--- config.mk ---
export PLATFORM = sky130hd
export DESIGN_NAME = decimal_big_digit_renderer_flat
export DESIGN_NICKNAME = d
export VERILOG_FILES = /design/src/rtl/dbdr_pkg.sv /design/src/rtl/dbdr_ifs.sv /design/src/rtl/dbdr_convert.sv /design/src/rtl/decimal_big_digit_renderer.sv /design/src/flat_wrapper.sv
export VERILOG_INCLUDE_DIRS = /design/src /design/src/rtl
export SDC_FILE = /design/constraint.sdc
export NUM_CORES = 1
export LEC_CHECK = 0
export ABC_AREA = 0
export BUFFER_PORTS_ARGS = -buffer_cell sky130_fd_sc_hd__buf_4
export CAP_MARGIN = 0
export CORE_AREA = 2 2 169 294
export CTS_BUF_LIST = sky130_fd_sc_hd__clkbuf_4 sky130_fd_sc_hd__clkbuf_8
export DETAILED_ROUTE_END_ITERATION = 10
export DIE_AREA = 0 0 171 296
export PLACE_DENSITY_LB_ADDON = 0.08
export SETUP_SLACK_MARGIN = 0.4
export SYNTH_ARGS = -nofsm -noshare
export SYNTH_HDL_FRONTEND = slang
export SYNTH_HIERARCHICAL = 1
export SYNTH_SLANG_ARGS = --single-unit
--- constraint.sdc ---
create_clock -name clk -period 7.15 [get_ports clk]
set_input_delay 1.0725 -clock clk [delete_from_list [all_inputs] [get_ports clk]]
set_output_delay 1.0725 -clock clk [all_outputs]
set_load 0.02 [all_outputs]
--- src/rtl/decimal_big_digit_renderer_macros.svh ---
// -----------------------------------------------------------------------------
// decimal_big_digit_renderer_macros.svh
// Assertion helpers shared by the renderer RTL. They expect clk and rst in scope.
// -----------------------------------------------------------------------------
`ifndef DECIMAL_BIG_DIGIT_RENDERER_MACROS_SVH
`define DECIMAL_BIG_DIGIT_RENDERER_MACROS_SVH

// Same-cycle implication, disabled during reset
`define DBDR_ASSERT_NOW(label, ante, cons, msg) \
  label: assert property (@(posedge clk) disable iff (rst) (ante) |-> (cons)) \
    else $error(msg);

// Next-cycle implication, disabled during reset
`define DBDR_ASSERT_NEXT(label, ante, cons, msg) \
  label: assert property (@(posedge clk) disable iff (rst) (ante) |=> (cons)) \
    else $error(msg);

`endif

--- src/rtl/dbdr_pkg.sv ---
// -----------------------------------------------------------------------------
// dbdr_pkg
// Widths, font glyphs, state types and status structs for the big digit renderer.
// -----------------------------------------------------------------------------
package dbdr_pkg;

  localparam int MAX_DIGITS = 10;
  localparam int GLYPH_ROWS = 7;
  localparam int GLYPH_COLS = 7;

  localparam int VALUE_W   = 31;
  localparam int DIGIT_W   = 4;
  localparam int BCD_W     = MAX_DIGITS * DIGIT_W;
  localparam int ROW_W     = 3;
  localparam int CNT_W     = 4;
  localparam int HALF_SLOT = 5;
  localparam int HALF_W    = HALF_SLOT * GLYPH_COLS;
  localparam int BITCNT_W  = $clog2(VALUE_W);
  localparam int FONT_N    = 10 * GLYPH_ROWS;
  localparam int FONT_AW   = $clog2(FONT_N);

  // Glyphs for digits 0..9, seven rows each, leftmost pixel in the MSB
  localparam logic [GLYPH_COLS-1:0] FONT_ROM [0:FONT_N-1] = '{
    7'h1C, 7'h22, 7'h22, 7'h22, 7'h22, 7'h22, 7'h1C,
    7'h18, 7'h38, 7'h78, 7'h18, 7'h18, 7'h18, 7'h7E,
    7'h3C, 7'h42, 7'h04, 7'h04, 7'h08, 7'h10, 7'h7E,
    7'h3C, 7'h46, 7'h06, 7'h7C, 7'h06, 7'h46, 7'h3C,
    7'h0C, 7'h14, 7'h24, 7'h7E, 7'h04, 7'h04, 7'h04,
    7'h7E, 7'h40, 7'h40, 7'h3C, 7'h02, 7'h02, 7'h7C,
    7'h3E, 7'h40, 7'h40, 7'h7C, 7'h42, 7'h42, 7'h3C,
    7'h7E, 7'h02, 7'h04, 7'h08, 7'h10, 7'h20, 7'h40,
    7'h1C, 7'h22, 7'h22, 7'h1C, 7'h22, 7'h22, 7'h1C,
    7'h1C, 7'h22, 7'h22, 7'h1E, 7'h02, 7'h22, 7'h1C
  };

  // One glyph row lookup; non-decimal codes render blank
  function automatic logic [GLYPH_COLS-1:0] font_bits(input logic [DIGIT_W-1:0] d,
                                                      input logic [ROW_W-1:0] r);
    logic [FONT_AW-1:0] idx;
    idx = FONT_AW'(d) * FONT_AW'(GLYPH_ROWS) + FONT_AW'(r);
    if (d > DIGIT_W'(9)) begin
      font_bits = '0;
    end else begin
      font_bits = FONT_ROM[idx];
    end
  endfunction

  typedef enum logic [1:0] {
    C_IDLE,
    C_SHIFT,
    C_NORM
  } conv_state_t;

  typedef enum logic [1:0] {
    T_IDLE,
    T_CONV,
    T_ROWS
  } top_state_t;

  // Converter status toward the sequencer
  typedef struct packed {
    logic             done;
    logic [CNT_W-1:0] digit_count;
  } conv_stat_t;

endpackage

--- src/rtl/dbdr_ifs.sv ---
// -----------------------------------------------------------------------------
// dbdr_ifs
// Valid/ready channel interfaces for the input value and the rendered rows.
// -----------------------------------------------------------------------------
interface dbdr_in_if;
  import dbdr_pkg::*;

  logic               valid;
  logic               ready;
  logic [VALUE_W-1:0] value;

  modport source (output valid, output value, input ready);
  modport sink   (input valid, input value, output ready);
endinterface

interface dbdr_out_if;
  import dbdr_pkg::*;

  logic              valid;
  logic              ready;
  logic [ROW_W-1:0]  row_index;
  logic [CNT_W-1:0]  digit_count;
  logic [HALF_W-1:0] pixels_left;
  logic [HALF_W-1:0] pixels_right;
  logic              last;

  modport source (output valid, output row_index, output digit_count,
                  output pixels_left, output pixels_right, output last,
                  input ready);
  modport sink   (input valid, input row_index, input digit_count,
                  input pixels_left, input pixels_right, input last,
                  output ready);
endinterface

--- src/rtl/dbdr_convert.sv ---
// -----------------------------------------------------------------------------
// dbdr_convert
// Bit-serial binary to BCD (shift and add-3), then left-justifies the digits.
// -----------------------------------------------------------------------------
module dbdr_convert (
  input  logic                          clk,
  input  logic                          rst,
  input  logic                          start,
  input  logic [dbdr_pkg::VALUE_W-1:0]  value,
  output dbdr_pkg::conv_stat_t          stat,
  output logic [dbdr_pkg::BCD_W-1:0]    bcd
);
  import dbdr_pkg::*;

  conv_state_t         state, state_next;
  logic [VALUE_W-1:0]  shreg;
  logic [BITCNT_W-1:0] bit_cnt;
  logic [CNT_W-1:0]    count;
  logic [BCD_W-1:0]    bcd_adj;
  logic                last_bit;
  logic                norm_done;

  // add 3 to every digit of 5 or more before the shift
  always_comb begin
    for (int i = 0; i < MAX_DIGITS; i++) begin
      if (bcd[i*DIGIT_W +: DIGIT_W] >= DIGIT_W'(5)) begin
        bcd_adj[i*DIGIT_W +: DIGIT_W] = bcd[i*DIGIT_W +: DIGIT_W] + DIGIT_W'(3);
      end else begin
        bcd_adj[i*DIGIT_W +: DIGIT_W] = bcd[i*DIGIT_W +: DIGIT_W];
      end
    end
  end

  assign last_bit  = (bit_cnt == BITCNT_W'(VALUE_W - 1));
  // stop once the top digit is nonzero, or no digits remain (zero input)
  assign norm_done = (count == '0) || (bcd[BCD_W-1 -: DIGIT_W] != '0);

  // next state
  always_comb begin
    state_next = state;
    case (state)
      C_IDLE:  if (start) state_next = C_SHIFT;
      C_SHIFT: if (last_bit) state_next = C_NORM;
      C_NORM:  if (norm_done) state_next = C_IDLE;
      default: state_next = C_IDLE;
    endcase
  end

  // outputs
  always_comb begin
    stat.done        = (state == C_NORM) && norm_done;
    stat.digit_count = count;
  end

  always_ff @(posedge clk) begin
    if (rst) begin
      state <= C_IDLE;
    end else begin
      state <= state_next;
    end
  end

  // datapath
  always_ff @(posedge clk) begin
    case (state)
      C_IDLE: begin
        if (start) begin
          shreg   <= value;
          bcd     <= '0;
          bit_cnt <= '0;
          count   <= CNT_W'(MAX_DIGITS);
        end
      end
      C_SHIFT: begin
        bcd     <= {bcd_adj[BCD_W-2:0], shreg[VALUE_W-1]};
        shreg   <= {shreg[VALUE_W-2:0], 1'b0};
        bit_cnt <= bit_cnt + BITCNT_W'(1);
      end
      C_NORM: begin
        if (!norm_done) begin
          bcd   <= {bcd[BCD_W-DIGIT_W-1:0], {DIGIT_W{1'b0}}};
          count <= count - CNT_W'(1);
        end
      end
      default: ;
    endcase
  end

endmodule

--- src/rtl/decimal_big_digit_renderer.sv ---
// -----------------------------------------------------------------------------
// decimal_big_digit_renderer: large decimal digit row generator
// Flow: the converter turns each accepted value into BCD and left-justifies the digits,
// then the rows follow at one row per cycle while the output sink is ready.
// A new value is accepted only once all 7 row transactions of the last are loaded.
// Reset: synchronous active-high rst idles both sequencers and drops out valid.
// -----------------------------------------------------------------------------
`include "decimal_big_digit_renderer_macros.svh"

module decimal_big_digit_renderer (
  input  logic       clk,
  input  logic       rst,
  dbdr_in_if.sink    in_ch,
  dbdr_out_if.source out_ch
);
  import dbdr_pkg::*;

  localparam logic [ROW_W-1:0] LAST_ROW = ROW_W'(GLYPH_ROWS - 1);

  top_state_t         state, state_next;
  logic               conv_start;
  conv_stat_t         conv_stat;
  logic [BCD_W-1:0]   bcd;
  logic [ROW_W-1:0]   row;
  logic               row_load;
  logic               out_valid;
  logic [ROW_W-1:0]   out_row;
  logic [CNT_W-1:0]   out_count;
  logic [2*HALF_W-1:0] out_px;
  logic               out_last;
  logic [2*HALF_W-1:0] row_px;

  dbdr_convert u_convert (
    .clk   (clk),
    .rst   (rst),
    .start (conv_start),
    .value (in_ch.value),
    .stat  (conv_stat),
    .bcd   (bcd)
  );

  // next state
  always_comb begin
    state_next = state;
    case (state)
      T_IDLE:  if (in_ch.valid) state_next = T_CONV;
      T_CONV:  if (conv_stat.done) state_next = T_ROWS;
      T_ROWS:  if (row_load && (row == LAST_ROW)) state_next = T_IDLE;
      default: state_next = T_IDLE;
    endcase
  end

  // control outputs
  always_comb begin
    in_ch.ready = (state == T_IDLE);
    conv_start  = (state == T_IDLE) && in_ch.valid;
    row_load    = (state == T_ROWS) && (!out_valid || out_ch.ready);
  end

  // glyph slices for the current row, blank past the digit count
  always_comb begin
    for (int i = 0; i < MAX_DIGITS; i++) begin
      if (CNT_W'(i) < conv_stat.digit_count) begin
        row_px[2*HALF_W-1-i*GLYPH_COLS -: GLYPH_COLS] =
          font_bits(bcd[BCD_W-1-i*DIGIT_W -: DIGIT_W], row);
      end else begin
        row_px[2*HALF_W-1-i*GLYPH_COLS -: GLYPH_COLS] = '0;
      end
    end
  end

  always_ff @(posedge clk) begin
    if (rst) begin
      state     <= T_IDLE;
      out_valid <= 1'b0;
      row       <= '0;
    end else begin
      state <= state_next;
      if (row_load) begin
        out_valid <= 1'b1;
      end else if (out_ch.ready) begin
        out_valid <= 1'b0;
      end
      if (state == T_CONV) begin
        row <= '0;
      end else if (row_load) begin
        row <= row + ROW_W'(1);
      end
    end
  end

  // output register
  always_ff @(posedge clk) begin
    if (row_load) begin
      out_row   <= row;
      out_count <= conv_stat.digit_count;
      out_px    <= row_px;
      out_last  <= (row == LAST_ROW);
    end
  end

  assign out_ch.valid        = out_valid;
  assign out_ch.row_index    = out_row;
  assign out_ch.digit_count  = out_count;
  assign out_ch.pixels_left  = out_px[2*HALF_W-1:HALF_W];
  assign out_ch.pixels_right = out_px[HALF_W-1:0];
  assign out_ch.last         = out_last;

  // checks
  `DBDR_ASSERT_NOW(a_done_in_conv, conv_stat.done, state == T_CONV, "conversion done outside CONV")
  `DBDR_ASSERT_NOW(a_last_row, out_ch.valid && out_ch.last, out_ch.row_index == LAST_ROW, "last flag on wrong row")
  `DBDR_ASSERT_NOW(a_count_max, out_ch.valid, out_ch.digit_count <= CNT_W'(MAX_DIGITS), "digit count too large")
  `DBDR_ASSERT_NEXT(a_rows_burst, out_ch.valid && out_ch.ready && !out_ch.last, out_ch.valid, "gap inside row burst")

endmodule
--- src/flat_wrapper.sv ---
// flat-port wrapper written by rule: the top's interface ports become plain ports
module decimal_big_digit_renderer_flat import dbdr_pkg::*;
  (clk, rst, in_ch_valid, in_ch_value, in_ch_ready, out_ch_valid, out_ch_row_index, out_ch_digit_count, out_ch_pixels_left, out_ch_pixels_right, out_ch_last, out_ch_ready);
  dbdr_in_if in_ch_i ();
  dbdr_out_if out_ch_i ();
  input  logic clk;
  input  logic rst;
  input wire logic [$bits(in_ch_i.valid)-1:0] in_ch_valid;
  input wire logic [$bits(in_ch_i.value)-1:0] in_ch_value;
  output wire logic [$bits(in_ch_i.ready)-1:0] in_ch_ready;
  output wire logic [$bits(out_ch_i.valid)-1:0] out_ch_valid;
  output wire logic [$bits(out_ch_i.row_index)-1:0] out_ch_row_index;
  output wire logic [$bits(out_ch_i.digit_count)-1:0] out_ch_digit_count;
  output wire logic [$bits(out_ch_i.pixels_left)-1:0] out_ch_pixels_left;
  output wire logic [$bits(out_ch_i.pixels_right)-1:0] out_ch_pixels_right;
  output wire logic [$bits(out_ch_i.last)-1:0] out_ch_last;
  input wire logic [$bits(out_ch_i.ready)-1:0] out_ch_ready;
  assign in_ch_i.valid = in_ch_valid;
  assign in_ch_i.value = in_ch_value;
  assign in_ch_ready = in_ch_i.ready;
  assign out_ch_valid = out_ch_i.valid;
  assign out_ch_row_index = out_ch_i.row_index;
  assign out_ch_digit_count = out_ch_i.digit_count;
  assign out_ch_pixels_left = out_ch_i.pixels_left;
  assign out_ch_pixels_right = out_ch_i.pixels_right;
  assign out_ch_last = out_ch_i.last;
  assign out_ch_i.ready = out_ch_ready;
  decimal_big_digit_renderer u_core (.clk(clk), .rst(rst), .in_ch(in_ch_i), .out_ch(out_ch_i));
endmodule
==> key figures <==
Worst setup path
  • Reg-to-reg endpoint: u_core/out_px[29]
  • Worst-path fanout max: 24
  • Data arrival, critical path: 4760 ps
  • Worst Setup SP: u_core/u_convert/bcd[16]
  • Worst EP required: 7480 ps
  • Critical path startpoint category: flip-flop
  • Reg-to-reg startpoint: u_core/u_convert/bcd[16]
  • Setup crit end: u_core/out_px[29]
  • Endpoint class of the critical path: flip-flop
  • Reg2Reg Depth: 8
  • Reg-to-reg slack, setup: 2720 ps
  • Critical path class: flip-flop to flip-flop

Global route
  • Grt total ovfl: 0
  • Antenna violations before repair: 1
  • Gr usage total: 20.5%
  • Largest net degree at the start of global routing: 43
  • Global-route wire length before repair: 84.1 mm
  • Vias in the first global route: 16700

Synthesis
  • Sequential share of the synthesized area: 24.2%
  • Synth warn: 6
  • Mapped Cells: 2182
  • Synth Cell Area: 19100 um2
  • Most used DFF post-synth: edfxtp_1
  • Async S/R FF share, synth: 0%
  • Library cells used by synthesis: 93
  • Synth Register Bits: 156
  • Mean post-synth cell area: 8.74 um2
  • EDFF count, synth: 148

Min path
  • Hold Crit Start: u_core/u_convert/state[1]
  • HP Class: flip-flop to flip-flop

Timing
  • Final hold vios: 0
  • Highest clock rate: 225 MHz
  • Worst Tran Pin Value: 1250 ps
  • Worst Skew: 24.4 ps
  • Slew margin rel.: 15.4%
  • Final setup fails: 0
  • Setup_tns: 0 ps
  • RSZ-0062 raised after global routing: false
  • Slew Limit Fails: 0
  • Final min period: 4430 ps
  • Period utilisation layout: 62.0%

Place
  • GP Congestion: 0.884
  • Placed Instance Area: 20400 um2
  • Placed wire-length estimate: 39.1 mm
  • Number of port buffers: 104

Routing
  • Detailed Route Iter0 Violations: 823
  • DR vias/cell: 5.73
  • Routed wire length: 52.0 mm
  • Final ANT Viol Nets: 0
  • DRT Pass-1 Iters: 5
  • Per-cell routed wire length: 18.0 um
  • Vias post-DR: 16600
  • Residual DRC: 0

Final layout
  • Fill count: 4892
  • Most common cell after layout, fill and taps aside: ha_1
  • Layout area overhead: 9.26%
  • Fin util: 43.0%
  • Design area: 20800 um2
  • Ratio of cells with drive above 1 in the final layout: 11.1%
  • Final nets: 2558
  • Most frequent cells in the layout: ha_1, nand2_1, inv_1

Clock tree
  • Clock Path Buffers: 2
  • TritonCTS Buffers: 17
  • CTS tree: yes
  • # resized after CTS: 0
  • Post-CTS setup buffers: 0
  • H-tree lvl count: 4
  • Clock Sink Count: 156
  • Clk Latency, worst-skew pair: 530 ps
  • Reg clk slew, reported paths: 110 ps
  • CTS Hold Bufs: 0
  • Root Buffer: clkbuf_8

Floorplanning
  • Die area: 50600 um2
  • Core area: 48500 um2
  • Initial core utilization: 39.3%
  • Die Y: 296 um
  • Die X: 171 um
  • Io pins: 115
  • Row cnt: 107

Status
  • Run status: complete, no violations

Flow run
  • Max Cap Viol: 0
==> flip-flops by register name (all words and copies together) (netlist names), 2 cells and up <==
signal	count
u_core/out_ch.row_index	3
u_core/u_convert/bit_cnt	5
u_core/u_convert/shreg	31
u_core/out_px	60
u_core/out_ch.digit_count	4
u_core/row	3
u_core/state	2
u_core/u_convert/bcd	40
u_core/u_convert/count	4
u_core/u_convert/state	2
==> synth_stat cells (21+ instances only) <==
cell type | instances | area, um2
nand2_1 | 189 | 709
nor3_1 | 62 | 310
ha_1 | 251 | 3140
clkbuf_1 | 79 | 297
o21ai_0 | 156 | 781
a21oi_1 | 135 | 676
nor2b_1 | 35 | 219
mux2i_1 | 32 | 320
nand2b_1 | 45 | 282
mux2_2 | 48 | 541
nand3_1 | 52 | 260
a31oi_1 | 38 | 238
nor3b_1 | 24 | 180
fa_1 | 50 | 1000
buf_2 | 26 | 130
a21o_1 | 25 | 188
nor2_1 | 147 | 552
a211oi_1 | 28 | 210
xnor2_1 | 35 | 307
edfxtp_1 | 148 | 4440
o211ai_1 | 32 | 240
inv_1 | 162 | 608
and3_1 | 21 | 131
==> stage by stage <==
| step | worst slack [ps] | hold slack (ps) | std cells |
|---|---|---|---|
| finish | 2720 | 527 | 2890 |
| global route | 2420 | 573 | 2890 |
| CTS | 2740 | 528 | 2889 |
| detailed placement | 2770 | 510 | 2857 |
| global placement | 2820 | 501 | 2857 |
| floorplan | 2670 | 473 | 2191 |
==> logic make-up after synthesis <==
kind of cell    count (synthesis)  synth area share [%]
simple gates                  670                  17.5
compound gates                621                  21.6
fa+ha+maj                     301                  21.7
buf+inv                       281                  5.91
flops                         156                  24.2
mux                            90                  5.70
xor+xnor                       62                  3.35
other cells                     1                0.0197
==> final cells by class <==
type / instances / area (um2) / share of cell area [%]
clock buffers: 17 / 234 / 1.12
inverters: 165 / 619 / 2.97
multi-input cells: 1754 / 13400 / 64.2
flip-flops and latches: 156 / 4600 / 22.1
diodes: 1 / 2.50 / 0.0120
clock inverters: 15 / 206 / 0.991
repair buffers: 128 / 961 / 4.61
well taps: 654 / 818 / 3.93
==> per-layer routing <==
metal / GRT usage [%] / vias up / share of wire (%)
li1: - / 8079 / -
met1: 21.4 / 7959 / 38
met2: 40.5 / 415 / 55
met3: 2.20 / 113 / 3.1
met4: 8.97 / 0 / 3.3
met5: 0 / - / 0
==> worst max-delay path, cell delays in order, from the launching register on <==
cell	delay (ps)
edfxtp_1	550
fa_1	610
fa_1	470
fa_1	1130
clkinv_1	460
or3_1	440
o32a_1	170
o211a_1	130
o32ai_1	280
==> how the worst min path moves through the flow <==
stage | slack, ps | to | cells after the start
global route | 570 | u_core/u_convert/shreg[16] | 1
CTS | 530 | u_core/u_convert/state[1] | 2
floorplan | 470 | u_core/out_ch.digit_count[1] | 0
finish | 530 | u_core/u_convert/state[1] | 2
global placement | 500 | u_core/u_convert/state[1] | 2
detailed placement | 510 | u_core/u_convert/state[1] | 2
Power is left out: the tool's default activity adds up to more than one toggle a clock period on the data nets, which glitch-free logic cannot reach.
